--- config.mk ---
export PLATFORM = sky130hd
export DESIGN_NAME = utf8_to_wide_transcoder
export DESIGN_NICKNAME = d
export VERILOG_FILES = /design/src/sv/utw_pkg.sv /design/src/sv/utf8_to_wide_transcoder.sv /design/src/sv/utw_fifo.sv /design/src/sv/utw_front.sv /design/src/sv/utw_back.sv
export SDC_FILE = /design/constraint.sdc
export NUM_CORES = 1
export LEC_CHECK = 0
export BUFFER_PORTS_ARGS = -buffer_cell sky130_fd_sc_hd__buf_2
export CAP_MARGIN = 10
export CELL_PAD_IN_SITES_DETAIL_PLACEMENT = 0
export CELL_PAD_IN_SITES_GLOBAL_PLACEMENT = 1
export CORE_UTILIZATION = 50
export DETAILED_ROUTE_END_ITERATION = 10
export GPL_TIMING_DRIVEN = 1
export PLACE_DENSITY = 0.93
export SYNTH_ARGS = -nofsm -noshare
export SYNTH_HDL_FRONTEND = slang
export SYNTH_SLANG_ARGS = --single-unit
--- constraint.sdc ---
create_clock -name i_clk -period 10.81 [get_ports i_clk]
set_input_delay 0.5405 -clock i_clk [delete_from_list [all_inputs] [get_ports i_clk]]
set_output_delay 0.5405 -clock i_clk [all_outputs]
set_load 0.005 [all_outputs]
--- src/sv/utw_pkg.sv ---
// Shared types, constants and helper functions of the UTF-8 to wide transcoder.
package utw_pkg;

    // Lead byte thresholds that set the sequence length
    localparam logic [7:0] LEAD_LEN2 = 8'd192;
    localparam logic [7:0] LEAD_LEN3 = 8'd224;
    localparam logic [7:0] LEAD_LEN4 = 8'd240;
    localparam logic [7:0] LEAD_LEN5 = 8'd248;
    localparam logic [7:0] LEAD_LEN6 = 8'd252;

    localparam logic [31:0] CODE_MAX    = 32'h0010_FFFF;
    // Bits 31:11 of any code point from D800 to DFFF
    localparam logic [20:0] SURR_BLOCK  = 21'(32'hD800 >> 11);
    // High surrogate: ((cp - 0x10000) >> 10) + 0xD800 == cp[20:10] + 0xD7C0
    localparam logic [15:0] HI_SURR_BIAS = 16'hD7C0;
    localparam logic [15:0] LO_SURR_BASE = 16'hDC00;

    // Register indexes of the configuration port
    localparam logic REG_WIDE_IS_32 = 1'b0;
    localparam logic REG_REPL_CODE  = 1'b1;

    // One finished or cut-off character handed from front to back
    typedef struct packed {
        logic [31:0] acc;       // bytes accumulated as acc*64 + byte, mod 2^32
        logic [2:0]  len_idx;   // sequence length minus one
        logic        trunc;     // string ended inside the sequence
        logic        last;      // last byte of the string
    } t_q_item;

    typedef struct packed {
        logic        wide_is_32;
        logic [15:0] repl_code;
    } t_cfg;

    function automatic logic [2:0] lead_length(input logic [7:0] b);
        logic [2:0] len;
        priority if (b < LEAD_LEN2) len = 3'd1;
        else if (b < LEAD_LEN3) len = 3'd2;
        else if (b < LEAD_LEN4) len = 3'd3;
        else if (b < LEAD_LEN5) len = 3'd4;
        else if (b < LEAD_LEN6) len = 3'd5;
        else len = 3'd6;
        return len;
    endfunction

    // Marker bits left in the sum by a sequence of length idx+1
    function automatic logic [31:0] len_offset(input logic [2:0] idx);
        logic [31:0] off;
        unique case (idx)
            3'd0: off = 32'h0000_0000;
            3'd1: off = 32'h0000_3080;
            3'd2: off = 32'h000E_2080;
            3'd3: off = 32'h03C8_2080;
            3'd4: off = 32'hFA08_2080;
            3'd5: off = 32'h8208_2080;
            default: off = 32'h0000_0000;
        endcase
        return off;
    endfunction

endpackage

--- src/sv/utf8_to_wide_transcoder.sv ---
// UTF-8 to UTF-16 / UTF-32 transcoder top level with APB configuration port.
//
// Feed one UTF-8 byte per beat on s_axis (tdata[7:0] = byte, tlast = last
// byte of the string); the block takes a byte on every clock while its
// internal queue has room. Results leave on m_axis: tdata carries a UTF-16
// unit in the low 16 bits (upper bits zero) or, with wide_is_32 set, the
// raw 32-bit code point; tuser is high on the final unit of a character and
// tlast is high on the unit that closes the string. A character yields one
// unit, or two (a surrogate pair) for code points above 0xFFFF in 16-bit
// mode. Continuation bytes are not checked; a string that ends inside a
// sequence gives one replacement unit, as does an out-of-range or surrogate
// code point in 16-bit mode. Rate: one byte in per clock while the queue
// has room and one unit out per clock while m_axis_tready is high, set by
// the output register; the back end takes no new character while the low
// half of a pair waits. A character passes the queue, the offset subtract
// register and the output register. Write registers only while the block
// is idle: 0x0 wide_is_32 (bit 0), 0x4 replacement_code (bits 15:0).
module utf8_to_wide_transcoder #(
    parameter int QUEUE_DEPTH = 4
) (
    input  logic        i_clk,
    input  logic        i_rst_n,
    // byte input
    input  logic        s_axis_tvalid,
    output logic        s_axis_tready,
    input  logic [7:0]  s_axis_tdata,   // [7:0] in_byte
    input  logic        s_axis_tlast,   // string_last
    // unit output
    output logic        m_axis_tvalid,
    input  logic        m_axis_tready,
    output logic [31:0] m_axis_tdata,   // [31:0] out_unit
    output logic        m_axis_tlast,   // string_end
    output logic        m_axis_tuser,   // run_last
    // configuration
    input  logic        psel,
    input  logic        penable,
    input  logic        pwrite,
    input  logic [2:0]  paddr,
    input  logic [31:0] pwdata,
    output logic [31:0] prdata,
    output logic        pready
);
    import utw_pkg::*;

    t_cfg     r_cfg;
    t_q_item  push_item;
    t_q_item  head_item;
    logic     q_push;
    logic     q_pop;
    logic     q_full;
    logic     q_valid;
    logic     cfg_wr;
    logic     reg_sel;

    // Registers sit on word addresses; paddr[2] picks the register
    assign pready  = 1'b1;
    assign reg_sel = paddr[2];
    assign cfg_wr  = psel && penable && pwrite && pready;

    always_ff @(posedge i_clk) begin
        if (!i_rst_n) begin
            r_cfg <= '0;
        end else if (cfg_wr) begin
            unique case (reg_sel)
                REG_WIDE_IS_32: r_cfg.wide_is_32 <= pwdata[0];
                REG_REPL_CODE:  r_cfg.repl_code  <= pwdata[15:0];
                default: ;
            endcase
        end
    end

    always_comb begin
        unique case (reg_sel)
            REG_WIDE_IS_32: prdata = {31'd0, r_cfg.wide_is_32};
            REG_REPL_CODE:  prdata = {16'd0, r_cfg.repl_code};
            default:        prdata = '0;
        endcase
    end

    // Front: track sequences and accumulate bytes
    utw_front u_front (
        .i_clk    (i_clk),
        .i_rst_n  (i_rst_n),
        .i_valid  (s_axis_tvalid),
        .i_byte   (s_axis_tdata),
        .i_last   (s_axis_tlast),
        .i_q_full (q_full),
        .o_ready  (s_axis_tready),
        .o_push   (q_push),
        .o_item   (push_item)
    );

    // Queue: decouple byte intake from unit output
    utw_fifo #(
        .WIDTH ($bits(t_q_item)),
        .DEPTH (QUEUE_DEPTH)
    ) u_fifo (
        .i_clk   (i_clk),
        .i_rst_n (i_rst_n),
        .i_push  (q_push),
        .i_data  (push_item),
        .o_full  (q_full),
        .i_pop   (q_pop),
        .o_valid (q_valid),
        .o_data  (head_item)
    );

    // Back: finish the code point and emit units
    utw_back u_back (
        .i_clk        (i_clk),
        .i_rst_n      (i_rst_n),
        .i_cfg        (r_cfg),
        .i_q_valid    (q_valid),
        .i_q_item     (head_item),
        .o_q_pop      (q_pop),
        .o_valid      (m_axis_tvalid),
        .i_ready      (m_axis_tready),
        .o_unit       (m_axis_tdata),
        .o_run_last   (m_axis_tuser),
        .o_string_end (m_axis_tlast)
    );

endmodule

--- src/sv/utw_fifo.sv ---
// Small register queue between the byte front end and the unit back end.
module utw_fifo #(
    parameter int WIDTH = 8,
    parameter int DEPTH = 4
) (
    input  logic             i_clk,
    input  logic             i_rst_n,
    input  logic             i_push,
    input  logic [WIDTH-1:0] i_data,
    output logic             o_full,
    input  logic             i_pop,
    output logic             o_valid,
    output logic [WIDTH-1:0] o_data
);
    localparam int AW = (DEPTH > 1) ? $clog2(DEPTH) : 1;
    localparam int CW = $clog2(DEPTH + 1);

    logic [WIDTH-1:0] r_mem [DEPTH];
    logic [AW-1:0]    r_wptr, n_wptr;
    logic [AW-1:0]    r_rptr, n_rptr;
    logic [CW-1:0]    r_count, n_count;

    assign o_full  = (r_count == CW'(DEPTH));
    assign o_valid = (r_count != '0);
    assign o_data  = r_mem[r_rptr];

    always_comb begin
        n_wptr  = r_wptr;
        n_rptr  = r_rptr;
        n_count = r_count;
        if (i_push) begin
            n_wptr = (r_wptr == AW'(DEPTH - 1)) ? '0 : r_wptr + 1'b1;
        end
        if (i_pop) begin
            n_rptr = (r_rptr == AW'(DEPTH - 1)) ? '0 : r_rptr + 1'b1;
        end
        if (i_push && !i_pop) begin
            n_count = r_count + 1'b1;
        end else if (!i_push && i_pop) begin
            n_count = r_count - 1'b1;
        end
    end

    always_ff @(posedge i_clk) begin
        if (!i_rst_n) begin
            r_wptr  <= '0;
            r_rptr  <= '0;
            r_count <= '0;
        end else begin
            r_wptr  <= n_wptr;
            r_rptr  <= n_rptr;
            r_count <= n_count;
        end
    end

    always_ff @(posedge i_clk) begin
        if (i_push) begin
            r_mem[r_wptr] <= i_data;
        end
    end

    a_no_overflow: assert property (@(posedge i_clk) disable iff (!i_rst_n)
        !(i_push && o_full && !i_pop))
        else $error("utw_fifo: push into full queue");
    a_no_underflow: assert property (@(posedge i_clk) disable iff (!i_rst_n)
        i_pop |-> o_valid)
        else $error("utw_fifo: pop from empty queue");

endmodule

--- src/sv/utw_front.sv ---
// Byte front end: sequence tracking and accumulation, one byte per clock while the queue is not full.
module utw_front (
    input  logic            i_clk,
    input  logic            i_rst_n,
    input  logic            i_valid,
    input  logic [7:0]      i_byte,
    input  logic            i_last,
    input  logic            i_q_full,
    output logic            o_ready,
    output logic            o_push,
    output utw_pkg::t_q_item o_item
);
    import utw_pkg::*;

    logic [2:0]  r_left, n_left;
    logic [2:0]  r_seql, n_seql;
    logic [31:0] r_acc, n_acc;
    logic        accept;
    logic        done;

    // Stall on a full queue only; a byte always fits once a slot is free
    assign o_ready = !i_q_full;
    assign accept  = i_valid && o_ready;

    always_comb begin
        if (r_left == 3'd0) begin
            n_seql = lead_length(i_byte);
            n_acc  = {24'd0, i_byte};
            n_left = n_seql - 3'd1;
        end else begin
            n_seql = r_seql;
            n_acc  = {r_acc[25:0], 6'd0} + {24'd0, i_byte};
            n_left = r_left - 3'd1;
        end
        done = (n_left == 3'd0);
    end

    assign o_push         = accept && (done || i_last);
    assign o_item.acc     = n_acc;
    assign o_item.len_idx = n_seql - 3'd1;
    assign o_item.trunc   = !done;
    assign o_item.last    = i_last;

    always_ff @(posedge i_clk) begin
        if (!i_rst_n) begin
            r_left <= '0;
            r_seql <= '0;
            r_acc  <= '0;
        end else if (accept) begin
            if (done || i_last) begin
                r_left <= '0;
                r_seql <= '0;
                r_acc  <= '0;
            end else begin
                r_left <= n_left;
                r_seql <= n_seql;
                r_acc  <= n_acc;
            end
        end
    end

    a_left_in_seq: assert property (@(posedge i_clk) disable iff (!i_rst_n)
        (r_left != 3'd0) |-> (r_left < r_seql && r_seql <= 3'd6))
        else $error("utw_front: bytes left outside sequence length");
    a_clear_on_last: assert property (@(posedge i_clk) disable iff (!i_rst_n)
        (accept && i_last) |=> (r_left == 3'd0 && r_acc == 32'd0))
        else $error("utw_front: state not cleared at string end");

endmodule

--- src/sv/utw_back.sv ---
// Unit back end: offset removal, UTF-16 split and the output register.
module utw_back (
    input  logic             i_clk,
    input  logic             i_rst_n,
    input  utw_pkg::t_cfg    i_cfg,
    input  logic             i_q_valid,
    input  utw_pkg::t_q_item i_q_item,
    output logic             o_q_pop,
    output logic             o_valid,
    input  logic             i_ready,
    output logic [31:0]      o_unit,
    output logic             o_run_last,
    output logic             o_string_end
);
    import utw_pkg::*;

    // Stage 1: code point after offset removal
    logic        r_s1_valid;
    logic [31:0] r_cp;
    logic        r_trunc;
    logic        r_last;

    // Output register and the pending low surrogate
    logic        r_ovalid;
    logic [31:0] r_ounit;
    logic        r_orl;
    logic        r_oend;
    logic        r_pend;
    logic [15:0] r_pend_unit;
    logic        r_pend_end;

    logic        out_free;
    logic        s1_take;
    logic        s1_ready;
    logic [31:0] n_unit;
    logic        n_rl;
    logic        n_end;
    logic        is_pair;
    logic        bad_cp;

    assign out_free = !r_ovalid || i_ready;
    assign s1_take  = out_free && !r_pend && r_s1_valid;
    assign s1_ready = !r_s1_valid || s1_take;
    assign o_q_pop  = i_q_valid && s1_ready;

    assign bad_cp = (r_cp > CODE_MAX) || (r_cp[31:11] == SURR_BLOCK);

    always_comb begin
        is_pair = 1'b0;
        n_rl    = 1'b1;
        n_end   = r_last;
        n_unit  = r_cp;
        if (r_trunc) begin
            n_unit = {16'd0, i_cfg.repl_code};
            n_end  = 1'b1;
        end else if (i_cfg.wide_is_32) begin
            n_unit = r_cp;
        end else if (bad_cp) begin
            n_unit = {16'd0, i_cfg.repl_code};
        end else if (r_cp[31:16] != 16'd0) begin
            is_pair = 1'b1;
            n_unit  = {16'd0, HI_SURR_BIAS + {5'd0, r_cp[20:10]}};
            n_rl    = 1'b0;
            n_end   = 1'b0;
        end
    end

    always_ff @(posedge i_clk) begin
        if (!i_rst_n) begin
            r_s1_valid <= 1'b0;
            r_ovalid   <= 1'b0;
            r_pend     <= 1'b0;
        end else begin
            if (s1_ready) begin
                r_s1_valid <= i_q_valid;
            end
            if (out_free) begin
                if (r_pend) begin
                    r_ovalid <= 1'b1;
                    r_pend   <= 1'b0;
                end else begin
                    r_ovalid <= r_s1_valid;
                    r_pend   <= r_s1_valid && is_pair;
                end
            end
        end
    end

    always_ff @(posedge i_clk) begin
        if (o_q_pop) begin
            r_cp    <= i_q_item.acc - len_offset(i_q_item.len_idx);
            r_trunc <= i_q_item.trunc;
            r_last  <= i_q_item.last;
        end
        if (out_free) begin
            if (r_pend) begin
                r_ounit <= {16'd0, r_pend_unit};
                r_orl   <= 1'b1;
                r_oend  <= r_pend_end;
            end else if (r_s1_valid) begin
                r_ounit     <= n_unit;
                r_orl       <= n_rl;
                r_oend      <= n_end;
                r_pend_unit <= LO_SURR_BASE | {6'd0, r_cp[9:0]};
                r_pend_end  <= r_last;
            end
        end
    end

    assign o_valid      = r_ovalid;
    assign o_unit       = r_ounit;
    assign o_run_last   = r_orl;
    assign o_string_end = r_oend;

    a_pend_behind_out: assert property (@(posedge i_clk) disable iff (!i_rst_n)
        r_pend |-> r_ovalid)
        else $error("utw_back: low surrogate pending without a high unit");
    a_high_has_low: assert property (@(posedge i_clk) disable iff (!i_rst_n)
        (r_ovalid && !r_orl) |-> r_pend)
        else $error("utw_back: high surrogate without its low half");
    a_end_is_run_end: assert property (@(posedge i_clk) disable iff (!i_rst_n)
        (r_ovalid && r_oend) |-> r_orl)
        else $error("utw_back: string end on a unit that is not a run end");

endmodule
==> impl_metrics.yaml, run 1 <==
route:
  vias: 8118
  route.met2.wl_um: 12900
  viasPerCell: 5.64
  wl_met1_um: 11100
  highest_layer: "met4"
  drc: 0
  met3_length_um: 1330
  drtAntennaViolNets: 0
  drt_first_pass_iters: 5
  first_iter_violations: 521
  wl_per_cell_um: 18.1
  finalWirelength_um: 26000
setup_path:
  cp-start-kind: "flop"
  cp-end-kind: "flop"
  cp_max_fo: 39
  reg2reg_slack_ns: 6.59
  worstPathRequired_ns: 11.09
  path_class: "flop to flop"
  crit_arrival_ns: 4.50
grt:
  grt_max_degree: 62
  track_usage_pct: 20.0
  antenna_found_initial: 0
  grt_pass1_wl_um: 41500
  grt_pass1_vias: 8025
  overflow: 0
clock_tree:
  cts_hold_buf: 0
  cts_buffer_depth: 3
  post_cts_buffers: 0
  path_clk_slew_ns: 0.07
  cts_htree_levels: 1
  clk_latency_ns: 0.53
  postCtsResizedCells: 0
  clockRootBuffer: "clkbuf_16"
  cts_tree: "yes"
  cts_buffers: 28
  cts.sinks: 288
layout:
  instances_no_fill: 1440
  layout_common_cells: "edfxtp_1, nand2_1, buf_2"
  final_nets: 1168
  layout_commonest_cell: "edfxtp_1"
  diodes: 0
  syn_to_final_growth_pct: 12.9
  drive_gt1_share_pct: 18.6
  fin_util_pct: 57.8
placed_design:
  dp_cells: 1388
  dpl.hpwl_um: 17000
  port_buffers: 84
  place_congestion: 0.862
floorplanning:
  rows: 58
  die_h_um: 163
  start_util_pct: 51.2
  ios: 120
  core-area_um2: 25300
  die_w_um: 163
  die-area_um2: 26600
synthesis:
  synthAdderAreaFrac_pct: 2.91
  synth_mux_area_share_pct: 7.14
  avgSynthCellArea_um2: 12.9
  synth_top_family_by_area: "simple AND/OR/NAND/NOR gates"
  yosys.area_share.simple_pct: 12.9
  synthXorXnorAreaFrac_pct: 3.24
  synth-edff-count: 227
  synth_flop_cell: "edfxtp_1"
  synth_cells: 1002
  ys_warn_count: 0
  async_reset_ff_share_pct: 0
  synth_compound_area_share_pct: 8.85
  ys_types: 66
  synth.ff_latch_count: 288
  synth_area_um2: 13000
  synth-seq-area-share_pct: 62.0
sta:
  setup_viol: 0
  worst_pin_slew_ns: 0.992
  rsz0062_at_grt: "no"
  fmax_mhz: 237
  hold_viol: 0
  slew_violations: 0
  finalSetupTns_ns: 0
  maxSlewHeadroom_pct: 33.9
  post-route-period-util_pct: 39.0
  fin_skew_ns: 0.0125
  post-route-min-period_ns: 4.22
power_and_ir_drop:
  irDropWorstVdd_mv: 0.141
  finalPower_mw: 3.78
  p_per_area_nw_per_um2: 258
  p_leak_nw: 5.21
run_status:
  outcome: "complete, no violations"
worst_hold_path:
  hold_class: "input pin to flop"
flow_run:
  maxCapViolations: 0
[cell usage after synthesis, types with 2 or more instances]
cell / n / area, um^2
a211o_1: 5 / 43.8
a211oi_1: 2 / 15.0
a21boi_0: 46 / 345
a21o_1: 7 / 52.6
a21oi_1: 37 / 185
a22oi_1: 3 / 22.5
a31oi_1: 4 / 25.0
a32o_1: 5 / 50.1
and2_1: 38 / 238
and3_1: 8 / 50.1
and4_1: 5 / 43.8
buf_1: 3 / 11.3
buf_2: 5 / 25.0
buf_4: 18 / 135
clkbuf_1: 32 / 120
conb_1: 2 / 7.51
dfxtp_1: 61 / 1220
edfxtp_1: 227 / 6820
fa_1: 2 / 40.0
ha_1: 27 / 338
inv_1: 24 / 90.1
mux2_2: 4 / 45.0
mux2i_1: 7 / 70.1
mux4_2: 36 / 811
nand2_1: 114 / 428
nand2b_1: 8 / 50.1
nand3_1: 39 / 195
nand3b_1: 2 / 15.0
nand4_1: 7 / 43.8
nand4b_1: 2 / 17.5
nor2_1: 68 / 255
nor2b_1: 12 / 75.1
nor3_1: 9 / 45.0
nor3b_1: 4 / 30.0
nor4_1: 4 / 25.0
o21ai_0: 21 / 105
o221ai_1: 12 / 105
o22ai_1: 6 / 37.5
o31a_1: 2 / 17.5
o31ai_1: 3 / 22.5
or2_2: 5 / 31.3
or3_1: 6 / 37.5
xnor2_1: 23 / 201
xor2_1: 25 / 219
[through the flow]
step / setup slack [ns] / hold WS, ns / area [um^2]
6_report: 6.59 / 0.265 / 14600
5_1_grt: 6.32 / 0.265 / 14600
4_1_cts: 6.54 / 0.257 / 14600
3_5_place_dp: 6.56 / 0.444 / 13700
3_3_place_gp: 6.58 / 0.448 / 13700
2_1_floorplan: 6.98 / 0.420 / 13000
[area by class of cell]
cell class | count | area [um^2]
flip-flops and latches | 288 | 8040
multi-input cells | 647 | 4610
repair buffers | 99 | 533
inverters | 24 | 90.1
fillers | 1927 | 10700
well taps | 330 | 413
clock buffers | 38 | 850
clock inverters | 14 | 108
[flip-flops by register name, summed over array words and instances, names as in the netlist, named ones only]
signal               cells
u_fifo.r_mem           148
u_back.o_unit           32
u_back.r_cp             32
u_front.r_acc           26
r_cfg                   17
u_back.r_pend_unit      10
u_fifo.r_count           3
u_front.r_left           3
u_front.r_seql           3
u_fifo.r_rptr            2
u_fifo.r_wptr            2
u_back.o_run_last        1
u_back.o_string_end      1
u_back.o_valid           1
u_back.r_last            1
u_back.r_pend            1
u_back.r_pend_end        1
u_back.r_s1_valid        1
u_back.r_trunc           1
[critical path: stages, from the launching register on]
cell     delay [ns]
dfxtp_2        0.31
buf_4          0.57
mux4_2         0.64
or3b_2         0.51
nand2_1        0.12
inv_1          0.05
ha_1           0.34
a211o_1        0.37
or3_4          0.36
a21oi_1        0.25
o21ai_1        0.18
a21oi_2        0.16
xnor2_1        0.07
[power by group]
part / switching, mW / internal, mW / leakage (nW)
combinational: 0.708 / 0.512 / 2.06
sequential: 0.102 / 1.48 / 2.68
clock: 0.403 / 0.574 / 0.468
[path summary, 6_finish.rpt]
| kind | to | cells after the start | from |
|---|---|---|---|
| worst max-delay path | u_back.r_cp[29]$_DFFE_PP_ | 12 | flop |
| worst min-delay path | r_cfg[8]$_SDFFE_PN0P_ | 3 | pwdata[8] |
| worst max register to register | u_back.r_cp[29]$_DFFE_PP_ | 12 | flop |
| worst min register to register | u_back.r_pend_end$_DFFE_PP_ | 0 | u_back.r_last$_DFFE_PP_ |
[cells by family after synthesis]
kind of cell | count (synthesis)
multiplexers | 47
AND/OR/NAND/NOR | 340
buffers and inverters | 82
adder cells (fa/ha/maj) | 29
XOR/XNOR | 48
AO/OA/AOI/OAI | 166
other | 2
flip-flops | 288
[layer usage]
| metal | GRT usage [%] | up-vias |
|---|---|---|
| met1 | 25.7 | 3946 |
| met3 | 2.59 | 52 |
| met5 | 0 | - |
| met4 | 6.16 | 0 |
| li1 | - | 3854 |
| met2 | 35.1 | 266 |
(Power assumes the default switching activity.)
==> run 2, diff against run 1 <==
--- a/config.mk
+++ b/config.mk
@@ -9,10 +9,10 @@
 export CAP_MARGIN = 10
 export CELL_PAD_IN_SITES_DETAIL_PLACEMENT = 0
 export CELL_PAD_IN_SITES_GLOBAL_PLACEMENT = 1
-export CORE_UTILIZATION = 50
+export CORE_UTILIZATION = 49
 export DETAILED_ROUTE_END_ITERATION = 10
 export GPL_TIMING_DRIVEN = 1
-export PLACE_DENSITY = 0.93
+export PLACE_DENSITY = 0.92
 export SYNTH_ARGS = -nofsm -noshare
 export SYNTH_HDL_FRONTEND = slang
 export SYNTH_SLANG_ARGS = --single-unit
==> constraint.sdc (replaced) <==
create_clock -name i_clk -period 4.2 [get_ports i_clk]
set_input_delay 0.21 -clock i_clk [delete_from_list [all_inputs] [get_ports i_clk]]
set_output_delay 0.21 -clock i_clk [all_outputs]
set_load 0.005 [all_outputs]
==> impl_metrics.yaml, run 2 (synthesis gave the netlist of run 1 again) <==
sta:
  maxSlewHeadroom_pct: 22.8
  post-route-min-period_ns: 3.85
  slew_violations: 0
  fmax_mhz: 260
  whs_ns: 0.0953
  post-route-period-util_pct: 91.7
  setup_viol: 0
  rsz0062_at_grt: "no"
  worst_pin_slew_ns: 1.16
  hold_viol: 0
  finalSetupTns_ns: 0
  fin_skew_ns: 0.0124
power_and_ir_drop:
  irDropWorstVdd_mv: 0.514
  clock_power_share_pct: 24.1
  seqPwrFrac_pct: 42.9
  p_leak_nw: 5.27
  finalPower_mw: 9.62
  swShare_pct: 32.7
  p_comb_share_pct: 32.9
  switchingPower_mw: 3.15
  p_per_area_nw_per_um2: 649
  intPower_mw: 6.47
grt:
  grt_max_degree: 62
  antenna_found_initial: 0
  track_usage_pct: 19.8
  grt_pass1_vias: 7722
  overflow: 0
  grt_pass1_wl_um: 41000
floorplanning:
  rows: 59
  die-area_um2: 27100
  die_w_um: 165
  die_h_um: 165
  core-area_um2: 26000
  start_util_pct: 49.9
  ios: 120
layout:
  largest_reg_flops: 148
  drive_gt1_share_pct: 17.9
  syn_to_final_growth_pct: 14.2
  layout_common_cells: "edfxtp_1, nand2_1, buf_2"
  layout_commonest_cell: "edfxtp_1"
  diodes: 0
  final_nets: 1196
  regMostFlops: "u_fifo.r_mem"
route:
  drc: 0
  finalWirelength_um: 26600
  vias: 8142
  drtAntennaViolNets: 0
  first_iter_violations: 677
  viasPerCell: 5.53
  wl_per_cell_um: 18.0
  drt_first_pass_iters: 5
placed_design:
  dpl.hpwl_um: 17400
  port_buffers: 84
  place_congestion: 0.855
worst_hold_path:
  hold_class: "input pin to flop"
  whs_path_depth: 5
setup_path:
  path_class: "flop to flop"
  worstPathRequired_ns: 4.65
  rr_endpoint: "u_fifo.r_count[2]$_SDFFE_PN0P_"
  crit_end: "u_fifo.r_count[2]$_SDFFE_PN0P_"
  critical_path.startpoint: "u_front.r_left[0]$_SDFFE_PN0P_"
  reg2reg_slack_ns: 0.35
  cp-end-kind: "flop"
  cp-start-kind: "flop"
  cp_max_fo: 10
  crit_arrival_ns: 4.30
  timing.rr.start: "u_front.r_left[0]$_SDFFE_PN0P_"
  worstRegToRegCells: 14
run_status:
  outcome: "complete, no violations"
clock_tree:
  cts.sinks: 288
  cts_tree: "yes"
  postCtsResizedCells: 0
  cts_htree_levels: 1
  clk_latency_ns: 0.55
  clockRootBuffer: "clkbuf_16"
  path_clk_slew_ns: 0.06
  cts_buffer_depth: 3
  cts_buffers: 27
flow_run:
  maxCapViolations: 0
[run 2: changes by cell type in the layout (fill, tap and decap cells not counted), moves of 2 or more]
cell	delta
buf_4	+5
clkinv_1	-2
clkbuf_16	-2
dlygate4sd3_1	+24
clkbuf_8	-7
clkbuf_1	+8
[run 2: metrics by stage]
stage	setup WS, ns	cells	utilization (%)	area (um^2)
global route	0.108	1472	57.0	14800
detailed placement	0.388	1398	52.8	13700
CTS	0.357	1472	57.0	14800
floorplan	0.372	1017	-	13000
global placement	0.434	1398	52.8	13700
finish	0.348	1472	57.0	14800
[run 2: repair_timing]
action / CTS / global route
buffers inserted: 0 / 0
hold buffers: 24 / 0
hold endpoints to repair: 50 / 0
[run 2: worst min-delay path by stage]
stage	from	endpoint	slack, ns
2_1_floorplan	s_axis_tlast	u_fifo.r_mem[0][0]$_DFFE_PP_	0.31
3_3_place_gp	u_back.r_last$_DFFE_PP_	u_back.r_pend_end$_DFFE_PP_	0.44
3_5_place_dp	u_back.r_last$_DFFE_PP_	u_back.r_pend_end$_DFFE_PP_	0.44
4_1_cts	penable	r_cfg[16]$_SDFFE_PN0P_	0.06
5_1_grt	penable	r_cfg[16]$_SDFFE_PN0P_	0.15
6_report	penable	r_cfg[16]$_SDFFE_PN0P_	0.1
[run 2: final cells by class]
class	instances	area, um^2
tap	335	419
fill	2019	11200
sequential	288	8040
multi-input combinational	647	4610
clock inverter	13	109
clock buffer	37	733
inverter	24	90.1
timing repair buffer	128	811
[run 2: power groups by stage]
stage                     combinational, mW  clock (mW)  sequential (mW)
final                                  3.17        2.32             4.13
after CTS                              3.18        2.37             4.13
after detailed placement               3.12           0             4.18
after global routing                   3.48        2.47             4.18
after floorplan                        2.42           0             4.05
after global placement                 3.06           0             4.15
[run 2: per-layer routing]
layer	GRT usage (%)	wire length [um]	vias to the layer above
met4	6.55	669	0
met2	35.2	13400	260
met3	2.99	1310	47
met5	0	0	-
li1	-	-	3908
met1	24.7	11100	3927
[run 2: critical path, stage by stage (launching register included)]
cell	delay (ns)
dfxtp_1	0.34
or3_1	0.55
a211oi_1	0.36
nor2_1	0.11
ha_1	0.19
inv_1	0.10
xnor2_1	0.16
a21oi_2	0.09
nor2_1	0.37
ha_1	0.29
inv_1	0.07
fa_1	0.38
xor2_1	0.19
or3_1	0.33
a21boi_0	0.22
